File: src/lcdpr_pkg.sv
// Shared types and constants of the LCD cell pixel renderer.
// No dependencies; lcdpr_render, lcd_cell_pixel_renderer and lcdpr_checker import this package.
package lcdpr_pkg;

  typedef enum logic [1:0] {
    MODE_TEXT40 = 2'd0,
    MODE_TEXT80 = 2'd1,
    MODE_GFX320 = 2'd2,
    MODE_GFX640 = 2'd3
  } lcdpr_mode_t;

  typedef enum logic [2:0] {
    REG_ATTR_MAP     = 3'd0,
    REG_DISPLAY_MODE = 3'd1,
    REG_BLINK_ENABLE = 3'd2,
    REG_VIDEO_ENABLE = 3'd3,
    REG_CURSOR_START = 3'd4,
    REG_CURSOR_END   = 3'd5,
    REG_CURSOR_OFF   = 3'd6,
    REG_INK_SELECT   = 3'd7
  } lcdpr_reg_t;

  localparam int unsigned CFG_ADDR_W = 5;
  localparam int unsigned CFG_DATA_W = 32;

  localparam logic [4:0] COUNT_NARROW = 5'd8;
  localparam logic [4:0] COUNT_WIDE   = 5'd16;

  localparam logic [3:0]  RST_ATTR_MAP     = 4'd0;
  localparam lcdpr_mode_t RST_DISPLAY_MODE = MODE_TEXT80;
  localparam logic        RST_BLINK_ENABLE = 1'b0;
  localparam logic        RST_VIDEO_ENABLE = 1'b1;
  localparam logic [3:0]  RST_CURSOR_START = 4'd6;
  localparam logic [3:0]  RST_CURSOR_END   = 4'd7;
  localparam logic        RST_CURSOR_OFF   = 1'b0;
  localparam logic        RST_INK_SELECT   = 1'b1;

  typedef struct packed {
    logic [3:0]  attr_map;
    lcdpr_mode_t display_mode;
    logic        blink_enable;
    logic        video_enable;
    logic [3:0]  cursor_start;
    logic [3:0]  cursor_end;
    logic        cursor_off;
    logic        ink_select;
  } lcdpr_cfg_t;

  typedef struct packed {
    logic [7:0] data_byte;
    logic [7:0] attr_byte;
    logic [7:0] font_row_plain;
    logic [7:0] font_row_bold;
    logic [7:0] scanline;
    logic       at_cursor;
    logic       blink_phase;
  } lcdpr_item_t;

  typedef struct packed {
    logic [15:0] pixel_mask;
    logic [4:0]  pixel_count;
  } lcdpr_res_t;

endpackage

File: src/lcdpr_if.sv
// Valid/ready channels of the LCD cell pixel renderer: input item and result item.
// No dependencies.
interface lcdpr_in_if ();
  logic       valid;
  logic       ready;
  logic [7:0] data_byte;
  logic [7:0] attr_byte;
  logic [7:0] font_row_plain;
  logic [7:0] font_row_bold;
  logic [7:0] scanline;
  logic       at_cursor;
  logic       blink_phase;

  modport source (
    output valid, data_byte, attr_byte, font_row_plain, font_row_bold, scanline,
           at_cursor, blink_phase,
    input  ready
  );
  modport sink (
    input  valid, data_byte, attr_byte, font_row_plain, font_row_bold, scanline,
           at_cursor, blink_phase,
    output ready
  );
endinterface

interface lcdpr_out_if ();
  logic        valid;
  logic        ready;
  logic [15:0] pixel_mask;
  logic [4:0]  pixel_count;

  modport source (output valid, pixel_mask, pixel_count, input ready);
  modport sink (input valid, pixel_mask, pixel_count, output ready);
endinterface

File: src/lcdpr_render.sv
// Combinational pixel row generation for one registered item.
// Depends on lcdpr_pkg.
module lcdpr_render import lcdpr_pkg::*; (
  input  lcdpr_cfg_t  cfg,
  input  lcdpr_item_t item,
  output lcdpr_res_t  res
);

  // bit 0: clear font bits draw foreground; bit 1: set font bits draw foreground
  function automatic logic [1:0] attr_levels(input logic [7:0] n, input logic btab,
                                             input logic [3:0] amap);
    logic [7:0] r;
    logic [1:0] lv;
    r = btab ? {1'b0, n[6:0]} : n;
    if (btab && ({1'b0, r[6:4]} == r[3:0])) lv = 2'd0;
    else if (!btab && (n[7:4] == n[3:0])) lv = 2'd0;
    else if (n == 8'h07 || n == 8'h0F) lv = 2'd2;
    else if (btab && (n == 8'h87 || n == 8'h8F)) lv = 2'd2;
    else if (!btab && n >= 8'h81 && n <= 8'h8F) lv = 2'd2;
    else if (r >= 8'h01 && r <= 8'h0E && r != 8'h07) lv = amap[0] ? 2'd1 : 2'd2;
    else if (n >= 8'h11 && n[2:0] != 3'd0) lv = amap[2] ? 2'd1 : 2'd2;
    else lv = 2'd1;
    return lv;
  endfunction

  function automatic logic attr_bold(input logic [7:0] n, input logic [3:0] amap);
    logic b;
    if (n >= 8'h81 && n <= 8'h8F) b = n[3];
    else if (n >= 8'h01 && n <= 8'h0E && n != 8'h07 && amap[1]) b = 1'b1;
    else if (n >= 8'h11 && n[2:0] != 3'd0 && amap[3]) b = 1'b1;
    else b = n[3];
    return b;
  endfunction

  logic [2:0]  cell_row;
  logic        cur_line;
  logic        cursor;
  logic        blink;
  logic [1:0]  lv_base;
  logic [1:0]  lv;
  logic [7:0]  font;
  logic [7:0]  m0;
  logic [7:0]  m1;
  logic [7:0]  row;
  logic [15:0] text_mask;
  logic [7:0]  gfx_mask;
  logic [1:0]  pat;

  always_comb begin
    cell_row = item.scanline[2:0];
    cur_line = !cfg.cursor_off && (cfg.cursor_start <= {1'b0, cell_row})
               && (cfg.cursor_end >= {1'b0, cell_row});
    cursor   = item.at_cursor && cur_line && cfg.video_enable && item.blink_phase;
    blink    = item.blink_phase && cfg.blink_enable && item.attr_byte[7] && !cursor;
    lv_base  = attr_levels(item.attr_byte, cfg.blink_enable, cfg.attr_map);
    lv       = blink ? {2{lv_base[0]}} : lv_base;
    font     = attr_bold(item.attr_byte, cfg.attr_map) ? item.font_row_bold
                                                       : item.font_row_plain;
    m0       = {8{lv[0]}};
    m1       = {8{lv[1]}};
    row      = ((font & m1) | (~font & m0)) ^ {8{cursor}};
    for (int k = 0; k < 8; k++) begin
      text_mask[2*k +: 2] = {2{row[k]}};
    end

    // dither each 2-bit color into a pixel pair by line parity
    for (int i = 0; i < 4; i++) begin
      pat = cfg.video_enable ? item.data_byte[2*i +: 2] : 2'd0;
      if (pat == 2'd0) gfx_mask[2*i +: 2] = 2'b00;
      else if (pat == 2'd3) gfx_mask[2*i +: 2] = 2'b11;
      else if (!item.scanline[0]) gfx_mask[2*i +: 2] = 2'b10;
      else gfx_mask[2*i +: 2] = (pat == 2'd2) ? 2'b01 : 2'b00;
    end

    res.pixel_count = COUNT_NARROW;
    unique case (cfg.display_mode)
      MODE_GFX640: begin
        res.pixel_mask = {8'h00, (cfg.video_enable && cfg.ink_select) ? item.data_byte
                                                                      : 8'h00};
      end
      MODE_GFX320: begin
        res.pixel_mask = {8'h00, gfx_mask};
      end
      MODE_TEXT40: begin
        res.pixel_mask  = text_mask;
        res.pixel_count = COUNT_WIDE;
      end
      MODE_TEXT80: begin
        res.pixel_mask = {8'h00, row};
      end
    endcase
  end

endmodule

File: src/lcd_cell_pixel_renderer.sv
// Top level of the LCD cell pixel renderer: register file, input and result stages.
// Depends on lcdpr_pkg, lcdpr_if and lcdpr_render.
//
// Takes one fetched display byte with its attribute, font rows and line context per
// item and returns one foreground pixel mask per item (8 pixels, or 16 in 40-column
// text). One item is accepted every clock cycle while the output is not stalled; each
// result passes through the input register and then the result register around the single
// rendering stage. Both stages hold under back-pressure, so in_ch.ready follows
// out_ch.ready combinationally. The user must write registers through the APB port
// only while no item is in flight; the block itself does not enforce this.
module lcd_cell_pixel_renderer import lcdpr_pkg::*; (
  input  logic                  clk,
  input  logic                  rst_n,
  lcdpr_in_if.sink              in_ch,
  lcdpr_out_if.source           out_ch,
  input  logic                  cfg_psel,
  input  logic                  cfg_penable,
  input  logic                  cfg_pwrite,
  input  logic [CFG_ADDR_W-1:0] cfg_paddr,
  input  logic [CFG_DATA_W-1:0] cfg_pwdata,
  output logic [CFG_DATA_W-1:0] cfg_prdata,
  output logic                  cfg_pready
);

  lcdpr_cfg_t  cfg_r;
  lcdpr_reg_t  reg_sel;
  logic        cfg_wr;
  lcdpr_item_t in_item;
  lcdpr_item_t s1_item_r;
  logic        s1_v_r;
  lcdpr_res_t  res_nxt;
  lcdpr_res_t  s2_res_r;
  logic        s2_v_r;
  logic        s1_adv;
  logic        s2_adv;

  assign cfg_pready = 1'b1;
  assign reg_sel    = lcdpr_reg_t'(cfg_paddr[4:2]);
  assign cfg_wr     = cfg_psel && cfg_penable && cfg_pwrite;

  always_ff @(posedge clk) begin
    if (!rst_n) begin
      cfg_r.attr_map     <= RST_ATTR_MAP;
      cfg_r.display_mode <= RST_DISPLAY_MODE;
      cfg_r.blink_enable <= RST_BLINK_ENABLE;
      cfg_r.video_enable <= RST_VIDEO_ENABLE;
      cfg_r.cursor_start <= RST_CURSOR_START;
      cfg_r.cursor_end   <= RST_CURSOR_END;
      cfg_r.cursor_off   <= RST_CURSOR_OFF;
      cfg_r.ink_select   <= RST_INK_SELECT;
    end else if (cfg_wr) begin
      unique case (reg_sel)
        REG_ATTR_MAP:     cfg_r.attr_map     <= cfg_pwdata[3:0];
        REG_DISPLAY_MODE: cfg_r.display_mode <= lcdpr_mode_t'(cfg_pwdata[1:0]);
        REG_BLINK_ENABLE: cfg_r.blink_enable <= cfg_pwdata[0];
        REG_VIDEO_ENABLE: cfg_r.video_enable <= cfg_pwdata[0];
        REG_CURSOR_START: cfg_r.cursor_start <= cfg_pwdata[3:0];
        REG_CURSOR_END:   cfg_r.cursor_end   <= cfg_pwdata[3:0];
        REG_CURSOR_OFF:   cfg_r.cursor_off   <= cfg_pwdata[0];
        REG_INK_SELECT:   cfg_r.ink_select   <= cfg_pwdata[0];
      endcase
    end
  end

  always_comb begin
    cfg_prdata = '0;
    unique case (reg_sel)
      REG_ATTR_MAP:     cfg_prdata[3:0] = cfg_r.attr_map;
      REG_DISPLAY_MODE: cfg_prdata[1:0] = cfg_r.display_mode;
      REG_BLINK_ENABLE: cfg_prdata[0]   = cfg_r.blink_enable;
      REG_VIDEO_ENABLE: cfg_prdata[0]   = cfg_r.video_enable;
      REG_CURSOR_START: cfg_prdata[3:0] = cfg_r.cursor_start;
      REG_CURSOR_END:   cfg_prdata[3:0] = cfg_r.cursor_end;
      REG_CURSOR_OFF:   cfg_prdata[0]   = cfg_r.cursor_off;
      REG_INK_SELECT:   cfg_prdata[0]   = cfg_r.ink_select;
    endcase
  end

  assign in_item.data_byte      = in_ch.data_byte;
  assign in_item.attr_byte      = in_ch.attr_byte;
  assign in_item.font_row_plain = in_ch.font_row_plain;
  assign in_item.font_row_bold  = in_ch.font_row_bold;
  assign in_item.scanline       = in_ch.scanline;
  assign in_item.at_cursor      = in_ch.at_cursor;
  assign in_item.blink_phase    = in_ch.blink_phase;

  assign s2_adv      = !s2_v_r || out_ch.ready;
  assign s1_adv      = !s1_v_r || s2_adv;
  assign in_ch.ready = s1_adv;

  always_ff @(posedge clk) begin
    if (!rst_n) begin
      s1_v_r <= 1'b0;
      s2_v_r <= 1'b0;
    end else begin
      if (s1_adv) s1_v_r <= in_ch.valid;
      if (s2_adv) s2_v_r <= s1_v_r;
    end
  end

  always_ff @(posedge clk) begin
    if (s1_adv && in_ch.valid) s1_item_r <= in_item;
    if (s2_adv && s1_v_r) s2_res_r <= res_nxt;
  end

  lcdpr_render u_render (
    .cfg  (cfg_r),
    .item (s1_item_r),
    .res  (res_nxt)
  );

  assign out_ch.valid       = s2_v_r;
  assign out_ch.pixel_mask  = s2_res_r.pixel_mask;
  assign out_ch.pixel_count = s2_res_r.pixel_count;

endmodule

File: src/flat_wrapper.sv
// flat-port wrapper written by rule: the top's interface ports become plain ports
module lcd_cell_pixel_renderer_flat import lcdpr_pkg::*;
  (clk, rst_n, cfg_psel, cfg_penable, cfg_pwrite, cfg_paddr, cfg_pwdata, cfg_prdata, cfg_pready, in_ch_valid, in_ch_data_byte, in_ch_attr_byte, in_ch_font_row_plain, in_ch_font_row_bold, in_ch_scanline, in_ch_at_cursor, in_ch_blink_phase, in_ch_ready, out_ch_valid, out_ch_pixel_mask, out_ch_pixel_count, out_ch_ready);
  lcdpr_in_if in_ch_i ();
  lcdpr_out_if out_ch_i ();
  input  logic clk;
  input  logic rst_n;
  input  logic cfg_psel;
  input  logic cfg_penable;
  input  logic cfg_pwrite;
  input  logic [CFG_ADDR_W-1:0] cfg_paddr;
  input  logic [CFG_DATA_W-1:0] cfg_pwdata;
  output logic [CFG_DATA_W-1:0] cfg_prdata;
  output logic cfg_pready;
  input wire logic [$bits(in_ch_i.valid)-1:0] in_ch_valid;
  input wire logic [$bits(in_ch_i.data_byte)-1:0] in_ch_data_byte;
  input wire logic [$bits(in_ch_i.attr_byte)-1:0] in_ch_attr_byte;
  input wire logic [$bits(in_ch_i.font_row_plain)-1:0] in_ch_font_row_plain;
  input wire logic [$bits(in_ch_i.font_row_bold)-1:0] in_ch_font_row_bold;
  input wire logic [$bits(in_ch_i.scanline)-1:0] in_ch_scanline;
  input wire logic [$bits(in_ch_i.at_cursor)-1:0] in_ch_at_cursor;
  input wire logic [$bits(in_ch_i.blink_phase)-1:0] in_ch_blink_phase;
  output wire logic [$bits(in_ch_i.ready)-1:0] in_ch_ready;
  output wire logic [$bits(out_ch_i.valid)-1:0] out_ch_valid;
  output wire logic [$bits(out_ch_i.pixel_mask)-1:0] out_ch_pixel_mask;
  output wire logic [$bits(out_ch_i.pixel_count)-1:0] out_ch_pixel_count;
  input wire logic [$bits(out_ch_i.ready)-1:0] out_ch_ready;
  assign in_ch_i.valid = in_ch_valid;
  assign in_ch_i.data_byte = in_ch_data_byte;
  assign in_ch_i.attr_byte = in_ch_attr_byte;
  assign in_ch_i.font_row_plain = in_ch_font_row_plain;
  assign in_ch_i.font_row_bold = in_ch_font_row_bold;
  assign in_ch_i.scanline = in_ch_scanline;
  assign in_ch_i.at_cursor = in_ch_at_cursor;
  assign in_ch_i.blink_phase = in_ch_blink_phase;
  assign in_ch_ready = in_ch_i.ready;
  assign out_ch_valid = out_ch_i.valid;
  assign out_ch_pixel_mask = out_ch_i.pixel_mask;
  assign out_ch_pixel_count = out_ch_i.pixel_count;
  assign out_ch_i.ready = out_ch_ready;
  lcd_cell_pixel_renderer u_core (.clk(clk), .rst_n(rst_n), .in_ch(in_ch_i), .out_ch(out_ch_i), .cfg_psel(cfg_psel), .cfg_penable(cfg_penable), .cfg_pwrite(cfg_pwrite), .cfg_paddr(cfg_paddr), .cfg_pwdata(cfg_pwdata), .cfg_prdata(cfg_prdata), .cfg_pready(cfg_pready));
endmodule
File: config.mk
export PLATFORM = sky130hd
export DESIGN_NAME = lcd_cell_pixel_renderer_flat
export DESIGN_NICKNAME = d
export VERILOG_FILES = /design/src/lcdpr_pkg.sv /design/src/lcdpr_if.sv /design/src/lcdpr_render.sv /design/src/lcd_cell_pixel_renderer.sv /design/src/flat_wrapper.sv
export SDC_FILE = /design/constraint.sdc
export NUM_CORES = 1
export LEC_CHECK = 0
export BUFFER_PORTS_ARGS = -buffer_cell sky130_fd_sc_hd__buf_2
export CORE_MARGIN = 8
export CORE_UTILIZATION = 50
export CTS_CLUSTER_SIZE = 20
export DETAILED_ROUTE_END_ITERATION = 8
export PLACE_DENSITY_LB_ADDON = 0.12
export SKIP_CTS_REPAIR_TIMING = 1
export SYNTH_ARGS = -nofsm -noshare
export SYNTH_HDL_FRONTEND = slang
export SYNTH_SLANG_ARGS = --single-unit
File: constraint.sdc
create_clock -name clk -period 3.25 [get_ports clk]
set_input_delay 0.325 -clock clk [delete_from_list [all_inputs] [get_ports clk]]
set_output_delay 0.325 -clock clk [all_outputs]
set_load 0.03 [all_outputs]
# Word-level counts from Yosys, hierarchy flattened
# Index checks and enable logic that the tools add are counted.
[op_classes] order_cmp=9 eq_ne=26 n_mux=41 bitwise_logic=5 reduce_logical=50
[ops] cell="$pmux W16 S4" count=1
[ops] cell="$mux W2" count=26
[ops] cell="$logic_and A1 B1 Y1" count=26
[ops] cell="$mux W8" count=3
[ops] cell="$eq A2 B2 Y1 const B" count=10
[ops] cell="$and A8 B8 Y8" count=2
[ops] cell="$eq A8 B8 Y1 const B" count=2
[ops] cell="$ge A8 B1 Y1 const B" count=2
[ops] cell="$le A8 B4 Y1 const B" count=2
[ops] cell="$ne A8 B3 Y1 const B" count=2
[ops] cell="$reduce_and A2 Y1" count=8
[ops] cell="$eq A3 B3 Y1 const B" count=4
[ops] cell="$logic_not A2 Y1" count=5
[ops] cell="$eq A8 B3 Y1 const B" count=1
[ops] cell="$eq A8 B4 Y1 const B" count=1
[ops] cell="$ge A8 B5 Y1 const B" count=1
[ops] cell="$ge A8 B8 Y1 const B" count=1
[ops] cell="$le A8 B8 Y1 const B" count=1
[ops] cell="$not A8 Y8" count=1
[ops] cell="$or A8 B8 Y8" count=1
[ops] cell="$pmux W1 S8" count=1
[ops] cell="$xor A8 B8 Y8" count=1
[ops] cell="$mux W1" count=7
[ops] cell="$eq A3 B2 Y1 const B" count=2
[ops] cell="other kinds (13)" count=20
[word_totals] register_bits=78 input_bits=86 output_inout_bits=56 elab_cells=150

# Depth between registers and ports, before layout
# Gate-level depths: netlist of run 1.
[depth] word_depth=15 depth_mapped=10 mapped_depth_nobuf=10

# Modules after synthesis
# Synthesis of run 1 repeated with hierarchy kept, for this count alone.
[hier_totals] hier_cells=380 hier_area_um2=4431.8
[modules_own_cells] mod="lcd_cell_pixel_renderer" n_inst=1 cells_per_inst=194 area_per_inst_um2=3124.2 seq_area_each_um2=2292.2
[modules_own_cells] mod="lcdpr_render" n_inst=1 cells_per_inst=186 area_per_inst_um2=1307.5 seq_area_each_um2=0.0

# Least setup slack after synthesis of run 1
# No wires, ideal clock.
[synth_path] path_kind="register to register" startpoint="register u_core.s1_item_r[2] (netlist bit)" endpoint="register u_core.s2_res_r, in the netlist u_core.out_ch.pixel_mask[6], data pin" setup_ns=0.261 arrival_time_ns=2.208 required_time_ns=2.989 path_slack_ns=0.781 path_stages_with_launch=10 n_path_buf=0 synth_period_minus_slack_ns=2.469 cell_sequence="edfxtp_1 > ha_1 > nand2b_1 > a2111oi_0 > nor3_1 > and2_1 > a222oi_1 > mux2i_1 > nand2_1 > a31oi_1"
[synth_rtl] element="start: declaration" line_no="lcd_cell_pixel_renderer.sv:29" source="lcdpr_item_t s1_item_r;"
[synth_rtl] element="start signal: assignment" line_no="lcd_cell_pixel_renderer.sv:102" source="if (s1_adv && in_ch.valid) s1_item_r <= in_item;"
[synth_rtl] element="end signal: assignment" line_no="lcd_cell_pixel_renderer.sv:103" source="if (s2_adv && s1_v_r) s2_res_r <= res_nxt;"
[synth_rtl] element="end: declaration" line_no="lcd_cell_pixel_renderer.sv:32" source="lcdpr_res_t s2_res_r;"

==> results of run 1 <==
worst paths after layout:
kind / from / to / slack [ps] / depth (start not counted)
min reg2reg: u_core.cfg_r[8] / u_core.cfg_r[8] / 520 / 2
max: u_core.s1_item_r[2] / u_core.out_ch.pixel_mask[5] / 480 / 9
max reg2reg: u_core.s1_item_r[2] / u_core.out_ch.pixel_mask[5] / 480 / 9
min: in_ch_font_row_plain[6] / u_core.s1_item_r[24] / 160 / 1
kinds of logic (layout without fill, tap and decap cells):
family / after synthesis / in the layout
adder cells (fa/ha/maj): 9 / 9
AO/OA/AOI/OAI: 78 / 78
XOR/XNOR: 11 / 11
buffers and inverters: 58 / 109
flip-flops: 71 / 71
other: 2 / 32
multiplexers: 31 / 31
AND/OR/NAND/NOR: 106 / 106
synth_stat cells (2+ instances only):
cell,count
nor3_1,9
a21boi_0,3
nand2_1,28
ha_1,6
nor4_1,2
inv_1,12
maj3_1,3
mux2i_1,28
a31oi_1,9
nor2b_1,15
buf_4,36
nand3_1,7
o311ai_0,2
o21ai_0,14
dfxtp_1,20
edfxtp_1,51
nand4_1,3
nand4b_1,2
a22oi_1,3
conb_1,2
nand2b_1,3
or3_1,8
a21oi_1,27
o21a_1,3
xnor2_1,10
o211ai_1,4
and2_1,3
o22ai_1,3
clkbuf_1,7
nor2_1,20
flip-flops by register name (all words and copies together), names as in the netlist:
| register | cells |
|---|---|
| u_core.s1_v_r | 1 |
| u_core.cfg_r | 18 |
| u_core.s1_item_r | 37 |
| u_core.out_ch.pixel_mask | 12 |
| u_core.out_ch.valid | 1 |
| u_core.out_ch.pixel_count | 2 |
report_power, final:
group,switching (mW),internal (mW)
Sequential,0.0237,1.02
Combinational,0.217,0.117
Clock,0.318,0.427
cell type report:
| class | count | area, sq um | share of cell area, % |
|---|---|---|---|
| Tap cell | 102 | 127.6 | 2.866 |
| Timing Repair Buffer | 81 | 422.9 | 9.497 |
| Clock buffer | 9 | 123.9 | 2.782 |
| Clock inverter | 7 | 87.58 | 1.967 |
| Multi-Input combinational cell | 267 | 1714 | 38.49 |
| Sequential cell | 71 | 1932 | 43.38 |
| Inverter | 12 | 45.04 | 1.012 |
routing by layer:
layer	global-route usage, %	part of all wire (%)	up-vias
met5	0	0	-
met4	7.859	2.3	0
met3	5.328	8.4	16
met2	23.95	45	125
met1	18.71	44	1315
li1	-	-	1430
through the flow:
stage | cell area, sq um | cells | setup slack (ps)
finish | 4453 | 549 | 482.7
global route | 4453 | 549 | 255.9
CTS | 4453 | 549 | 471.5
detailed placement | 4242 | 533 | 526.8
global placement | 4242 | 533 | 520.9
floorplan | 4009 | 396 | 781.1
==> results.sh, run 1 <==
export IMPL_status="completed"
export IMPL_slowest_delay_ps=410
export IMPL_crit_path_cell_trace="ha_1, nand2b_1, a2111oi_0, nor3_1, and2_1, nor4_1, o31a_1, a211oi_2, a31oi_1"
export IMPL_final_max_slew_violation_count=0
export IMPL_p_total_mw=2.123
export IMPL_clockBufferDepth=2
export IMPL_yosysSeqAreaShare_pct=49.58
export IMPL_crit_path_top_delay_cell="edfxtp_1"
export IMPL_rsz0062_at_grt="no"
export IMPL_wl_um=8500
export IMPL_cpLargestDelayFamily="simple AND/OR/NAND/NOR gates"
export IMPL_cts_tree="yes"
export IMPL_crit_required_ps=3420
export IMPL_num_fill_cells=671
export IMPL_port_buffer_count=74
export IMPL_fin_hold_ws_ps=160.6
export IMPL_crit_path_start_kind="flip-flop"
export IMPL_period_minus_slack_ps=2767
export IMPL_critical_path_buf_inv_count=0
export IMPL_netlist_area_sq_mm=0.003896
export IMPL_arrival_ps=2930
export IMPL_yosys_area_share_simple_pct=14.26
export IMPL_max_cap_violations=0
export IMPL_ys_types=53
export IMPL_htree_levels=3
export IMPL_rows=32
export IMPL_numCtsBuffers=9
export IMPL_initial_utilization_pct=50.95
export IMPL_grt_max_degree=38
export IMPL_fmax_mhz=361.4
export IMPL_yosysTopAreaCell="edfxtp_1"
export IMPL_first_pass_iters=7
export IMPL_dr_first_iter_drc_count=197
export IMPL_dpl_hpwl_um=6494
export IMPL_fin_skew_ps=8.720
export IMPL_fp_dieW_um=104.3
export IMPL_drive_above_1_share_pct=23.04
export IMPL_gp_congestion=0.8270
export IMPL_synth_edf_count=51
export IMPL_n_antenna_cell=0
export IMPL_routedWlPerCell_um=15.48
export IMPL_min_path_type="in2reg"
export IMPL_syn_inst=366
export IMPL_grt_first_pass_wirelength_um=13850
export IMPL_num_vias=2886
export IMPL_areaGrowthSynthToFinish_pct=14.29
export IMPL_crit_path_max_fanout=4
export IMPL_synth_compound_area_share_pct=12.46
export IMPL_ys_flop_type="edfxtp_1"
export IMPL_nets=534
export IMPL_grt_overflow=0
export IMPL_leakage_nw=1.789
export IMPL_setup_violations=0
export IMPL_drc=0
export IMPL_worstSetupEndpointType="flip-flop"
export IMPL_fin_setup_tns_ps=0
export IMPL_synth_top_family_by_area="simple AND/OR/NAND/NOR gates"
export IMPL_synth_avg_cell_area_sq_um=10.65
export IMPL_synth_adder_area_share_pct=2.697
export IMPL_core_sq_mm=0.007647
export IMPL_die_area_sq_mm=0.01087
export IMPL_grt_pass1_vias=2849
export IMPL_worst_pin_slew_ps=536.0
export IMPL_synth_area_leaders="edfxtp_1, dfxtp_1, mux2i_1"
export IMPL_muxShareOfSynthArea_pct=9.024
export IMPL_yosysWarnings=0
export IMPL_cts_num_sinks=71
export IMPL_synth_seq_cells=71
export IMPL_fin_util_pct=58.23
export IMPL_final_cell_mix="buf_2, edfxtp_1, conb_1"
export IMPL_grt_use_total_pct=15.49
export IMPL_critical_path_class="reg2reg"
export IMPL_clk_pin_slew_ps=80
export IMPL_powerDensity_mw_per_mm2=476.8
export IMPL_period_share_pct=85.15
export IMPL_antenna_found_initial=0
export IMPL_ant_nets=0
export IMPL_layout_cells_most_common="buf_2"
export IMPL_hold_viol=0
export IMPL_vdd_ir_drop_max_mv=0.2276
export IMPL_ys_async_sr_fraction_pct=0
export IMPL_cts_root_buf="clkbuf_8"
export IMPL_synthXorXnorAreaFrac_pct=2.473
export IMPL_yosys_area_top_type_share_pct=39.31
export IMPL_max_slew_margin_pct=63.89
export IMPL_dieHeight_um=104.3
export IMPL_clk_latency_ps=330
export IMPL_boundaryPins=142
export IMPL_routed_via_density=5.257
Note: power is estimated with default switching activity, not from simulation.
==> run 2: changes to the inputs <==
==> constraint.sdc (replaced) <==
create_clock -name clk -period 3.2 [get_ports clk]
set_input_delay 0.32 -clock clk [delete_from_list [all_inputs] [get_ports clk]]
set_output_delay 0.32 -clock clk [all_outputs]
set_load 0.03 [all_outputs]
==> run 2 against run 1 <==
  * First-iteration DRC count decreased by 13%
  * Global-route usage increased by 0.10 points
  * Via count decreased by 1.0%
  * Setup slack got worse by 55 ps
  * Clock skew increased by 2.7 ps
  * Clock power decreased by 9.0%
  * Maximum frequency decreased by 0.16%
  * Routed wire length decreased by 0.53%
  * Flip-flop and latch count unchanged
  * Critical path type unchanged
  * Critical endpoint is now u_core.out_ch.pixel_mask[4]
  * Largest cell class unchanged
  * Largest power group unchanged
==> results.sh, run 2 (synthesis gave the netlist of run 1 again) <==
export IMPL_clk_latency_ps=340
export IMPL_fin_setup_tns_ps=0
export IMPL_crit_path_start_kind="flip-flop"
export IMPL_rows=32
export IMPL_intPower_mw=1.512
export IMPL_worstSetupEndpointType="flip-flop"
export IMPL_grt_max_degree=38
export IMPL_grt_pass1_vias=2845
export IMPL_ant_nets=0
export IMPL_final_cell_area_sq_mm=0.004423
export IMPL_period_minus_slack_ps=2772
export IMPL_arrival_ps=2830
export IMPL_wl_um=8455
export IMPL_slowest_delay_ps=440
export IMPL_port_buffer_count=74
export IMPL_period_share_pct=86.62
export IMPL_grt_first_pass_wirelength_um=14060
export IMPL_cts_root_buf="clkbuf_8"
export IMPL_layout_cells_most_common="buf_2"
export IMPL_drive_above_1_share_pct=22.37
export IMPL_die_area_sq_mm=0.01087
export IMPL_crit_path_cell_trace="inv_1, ha_1, nor2b_1, o21a_1, o21ai_0, and2_1, nor4_1, o31a_1, a211oi_2, a41oi_1"
export IMPL_antenna_found_initial=0
export IMPL_crit_required_ps=3260
export IMPL_leakage_nw=1.766
export IMPL_min_path_type="in2reg"
export IMPL_swShare_pct=27.19
export IMPL_max_slew_margin_pct=63.52
export IMPL_dr_first_iter_drc_count=172
export IMPL_final_max_slew_violation_count=0
export IMPL_fmax_mhz=360.8
export IMPL_drc=0
export IMPL_dieHeight_um=104.3
export IMPL_gp_congestion=0.8366
export IMPL_setup_violations=0
export IMPL_p_switching_mw=0.5646
export IMPL_grt_overflow=0
export IMPL_fp_dieW_um=104.3
export IMPL_regMostFlops="u_core.s1_item_r"
export IMPL_hold_viol=0
export IMPL_routedWlPerCell_um=15.40
export IMPL_areaGrowthSynthToFinish_pct=13.52
export IMPL_routed_via_density=5.204
export IMPL_max_cap_violations=0
export IMPL_final_cell_mix="buf_2, edfxtp_1, conb_1"
export IMPL_numCtsBuffers=9
export IMPL_worst_pin_slew_ps=541.5
export IMPL_fin_skew_ps=11.43
export IMPL_grt_use_total_pct=15.59
export IMPL_powerDensity_mw_per_mm2=469.6
export IMPL_rsz0062_at_grt="no"
export IMPL_combPwrFrac_pct=16.3
export IMPL_pre_cts_ws_ps=471.9
export IMPL_htree_levels=3
export IMPL_dpl_hpwl_um=6370
export IMPL_first_pass_iters=4
export IMPL_largest_register_ffs=37
export IMPL_clockBufferDepth=2
export IMPL_critical_path_buf_inv_count=1
export IMPL_cts_num_sinks=71
export IMPL_place_area_sq_mm=0.004242
export IMPL_p_clk_share_pct=32.7
export IMPL_critical_path_class="reg2reg"
export IMPL_crit_path_max_fanout=4
export IMPL_clk_pin_slew_ps=70
export IMPL_cts_tree="yes"
export IMPL_vdd_ir_drop_max_mv=0.2752
export IMPL_crit_path_top_delay_cell="o21ai_0"
export IMPL_num_vias=2857
export IMPL_initial_utilization_pct=50.95
export IMPL_n_antenna_cell=0
export IMPL_cpLargestDelayFamily="compound AO/OA/AOI/OAI gates"
export IMPL_nets=534
export IMPL_boundaryPins=142
export IMPL_p_seq_share_pct=51.1
export IMPL_core_sq_mm=0.007647
export IMPL_status="completed"
export IMPL_setup_ws_ps=428.2
==> run 2: worst reg2reg max path: cells and delay by family (launching register included) <==
kind                     cells  cell delay (ps)
flip-flops                   1              360
AO/OA/AOI/OAI                5             1270
AND/OR/NAND/NOR              3              540
adder cells (fa/ha/maj)      1              240
buffers and inverters        1               90
==> run 2: power by group through the flow <==
stage	logic, mW	clock network, mW	registers (mW)
CTS	0.338	0.695	1.06
global route	0.370	0.724	1.06
global placement	0.331	0	1.08
floorplan	0.254	0	1.10
finish	0.338	0.678	1.06
detailed placement	0.336	0	1.08
==> run 2: per-stage QoR <==
| step | util (%) | hold WS [ps] | power, mW | cells |
|---|---|---|---|---|
| floorplan | - | 418.9 | 1.353 | 396 |
| global placement | 55.46 | 489.7 | 1.410 | 533 |
| detailed placement | 55.46 | 494.6 | 1.416 | 533 |
| CTS | 57.84 | 134.4 | 2.093 | 549 |
| global route | 57.84 | 136.7 | 2.159 | 549 |
| finish | 57.84 | 149.1 | 2.077 | 549 |
==> run 2: final timing paths <==
path	cells after the start	to	from	slack [ps]
worst min register to register	2	u_core.cfg_r[8]	u_core.cfg_r[8]	510
worst min-delay path	1	u_core.s1_item_r[12]	in_ch_font_row_bold[2]	150
worst max register to register	10	u_core.out_ch.pixel_mask[4]	u_core.s1_item_r[3]	430
worst max-delay path	10	u_core.out_ch.pixel_mask[4]	u_core.s1_item_r[3]	430
==> run 2: routing by layer <==
metal / global-route usage, % / share of wire (%)
met5: 0 / 0
met3: 5.390 / 7.9
met2: 24.09 / 45
met1: 19.61 / 45
met4: 5.791 / 1.4
==> run 2: area by class of cell <==
cell class / instances / area, sq um
fill: 677 / 3224
sequential: 71 / 1932
multi-input combinational: 267 / 1714
timing repair buffer: 81 / 422.9
clock buffer: 12 / 135.1
tap: 102 / 127.6
clock inverter: 4 / 46.29
inverter: 12 / 45.04
==> run 3: changes to the inputs <==
--- a/config.mk
+++ b/config.mk
@@ -6,8 +6,11 @@
 export NUM_CORES = 1
 export LEC_CHECK = 0
 export BUFFER_PORTS_ARGS = -buffer_cell sky130_fd_sc_hd__buf_2
+export CAP_MARGIN = 20
+export CELL_PAD_IN_SITES_DETAIL_PLACEMENT = 0
+export CELL_PAD_IN_SITES_GLOBAL_PLACEMENT = 1
 export CORE_MARGIN = 8
-export CORE_UTILIZATION = 50
+export CORE_UTILIZATION = 40
 export CTS_CLUSTER_SIZE = 20
 export DETAILED_ROUTE_END_ITERATION = 8
 export PLACE_DENSITY_LB_ADDON = 0.12
==> run 3 against run 2 <==
  * Register-to-register slack improved by 20 ps
  * Maximum frequency up 0.89%
  * Setup slack better by 24 ps
  * Global-route usage is 1.6 points lower
  * Highest routed layer unchanged
  * Sequential power barely moved
  * Critical path depth is 1 lower
  * Combinational power barely moved
  * Clock power grew 16%
  * Flip-flop and latch count stayed put
  * Sequential share of layout area fell by 0.69 points
  * Routed wire length is 5.1% higher
  * Critical path type unchanged
==> results.sh, run 3 (synthesis gave the netlist of run 1 again) <==
export IMPL_period_share_pct=85.85
export IMPL_clk_pin_slew_ps=80
export IMPL_max_cap_violations=0
export IMPL_routedWlPerCell_um=15.32
export IMPL_antenna_found_initial=0
export IMPL_clockBufferDepth=2
export IMPL_critical_path_class="reg2reg"
export IMPL_powerDensity_mw_per_mm2=486.2
export IMPL_cts_tree="yes"
export IMPL_fin_setup_tns_ps=0
export IMPL_fmax_mhz=364.0
export IMPL_leakage_nw=1.786
export IMPL_grt_pass1_vias=2859
export IMPL_pre_cts_ws_ps=466.8
export IMPL_drive_above_1_share_pct=22.82
export IMPL_hold_viol=0
export IMPL_nets=534
export IMPL_routed_via_density=4.812
export IMPL_grt_overflow=0
export IMPL_grt_use_total_pct=13.95
export IMPL_rows=36
export IMPL_vdd_ir_drop_max_mv=0.2100
export IMPL_boundaryPins=142
export IMPL_setup_ws_ps=452.6
export IMPL_combPwrFrac_pct=15.5
export IMPL_max_slew_margin_pct=64.99
export IMPL_port_buffer_count=74
export IMPL_fin_hold_ws_ps=144.4
export IMPL_p_switching_mw=0.5895
export IMPL_cts_num_sinks=71
export IMPL_swShare_pct=26.98
export IMPL_min_path_type="in2reg"
export IMPL_regMostFlops="u_core.s1_item_r"
export IMPL_intPower_mw=1.596
export IMPL_dpl_hpwl_um=6686
export IMPL_p_seq_share_pct=48.5
export IMPL_drc=0
export IMPL_worst_pin_slew_ps=523.3
export IMPL_first_pass_iters=5
export IMPL_htree_levels=3
export IMPL_final_cell_mix="buf_2, edfxtp_1, conb_1"
export IMPL_crit_path_top_delay_cell="edfxtp_1"
export IMPL_crit_path_cell_trace="nor3_2, nand4b_1, a21oi_1, buf_4, mux2i_4, nor3b_1, o31a_1, a211oi_2, a41oi_1"
export IMPL_largest_register_ffs=37
export IMPL_p_clk_share_pct=36.0
export IMPL_setup_violations=0
export IMPL_fin_skew_ps=9.431
export IMPL_status="completed"
export IMPL_num_vias=2791
export IMPL_areaGrowthSynthToFinish_pct=15.35
export IMPL_initial_utilization_pct=40.61
export IMPL_place_area_sq_mm=0.004280
export IMPL_worstSetupEndpointType="flip-flop"
export IMPL_final_cell_area_sq_mm=0.004494
export IMPL_crit_required_ps=3270
export IMPL_r2r_slack_ps=450
export IMPL_numCtsBuffers=9
export IMPL_clk_latency_ps=340
export IMPL_cpLargestDelayFamily="compound AO/OA/AOI/OAI gates"
export IMPL_ant_nets=0
export IMPL_period_minus_slack_ps=2747
export IMPL_arrival_ps=2810
export IMPL_wl_um=8886
export IMPL_crit_path_max_fanout=9
export IMPL_dieHeight_um=114.7
export IMPL_final_max_slew_violation_count=0
export IMPL_core_sq_mm=0.009594
export IMPL_die_area_sq_mm=0.01315
export IMPL_critical_path_buf_inv_count=1
export IMPL_layout_cells_most_common="buf_2"
export IMPL_cts_root_buf="clkbuf_8"
export IMPL_gp_congestion=0.8296
export IMPL_fp_dieW_um=114.7
export IMPL_dr_first_iter_drc_count=86
export IMPL_grt_first_pass_wirelength_um=14350
export IMPL_p_total_mw=2.185
export IMPL_slowest_delay_ps=440
export IMPL_rsz0062_at_grt="no"
export IMPL_crit_path_start_kind="flip-flop"
export IMPL_grt_max_degree=38
export IMPL_n_antenna_cell=0
[run 3: worst paths after layout]
kind	startpoint	endpoint	depth (start not counted)
setup / recovery	u_core.s1_item_r[32]	u_core.out_ch.pixel_mask[4]	9
hold reg to reg	u_core.cfg_r[7]	u_core.cfg_r[7]	2
hold / removal	in_ch_font_row_bold[7]	u_core.s1_item_r[17]	1
setup reg to reg	u_core.s1_item_r[32]	u_core.out_ch.pixel_mask[4]	9
[run 3: area by class of cell]
type / instances / area, sq um
multi-input combinational: 267 / 1714
timing repair buffer: 81 / 422.9
clock inverter: 5 / 82.58
inverter: 12 / 45.04
sequential: 71 / 1932
tap: 133 / 166.4
clock buffer: 11 / 131.4
fill: 925 / 5100
[run 3: routing by layer]
| metal | up-vias | part of all wire (%) | GRT usage, % |
|---|---|---|---|
| met5 | - | 0 | 0 |
| met2 | 96 | 42 | 20.85 |
| met1 | 1250 | 49 | 18.78 |
| li1 | 1435 | - | - |
| met3 | 10 | 7.6 | 3.586 |
| met4 | 0 | 1.2 | 5.517 |
[run 3: through the flow]
stage	util [%]	cells
floorplan	-	396
global placement	44.61	564
detailed placement	44.61	564
CTS	46.84	580
global route	46.84	580
finish	46.84	580
[run 3: worst register-to-register path, cell delays in order (launching register included)]
cell and delay (ps):
edfxtp_1 440, nor3_2 320, nand4b_1 140, a21oi_1 160, buf_4 230, mux2i_4 330
nor3b_1 110, o31a_1 330, a211oi_2 250, a41oi_1 160
[run 3: power by group through the flow]
stage / sequential, mW / combinational (mW) / clock (mW)
floorplan: 1.10 / 0.254 / 0
global placement: 1.08 / 0.335 / 0
detailed placement: 1.08 / 0.339 / 0
CTS: 1.06 / 0.341 / 0.809
global route: 1.06 / 0.374 / 0.853
finish: 1.06 / 0.340 / 0.786
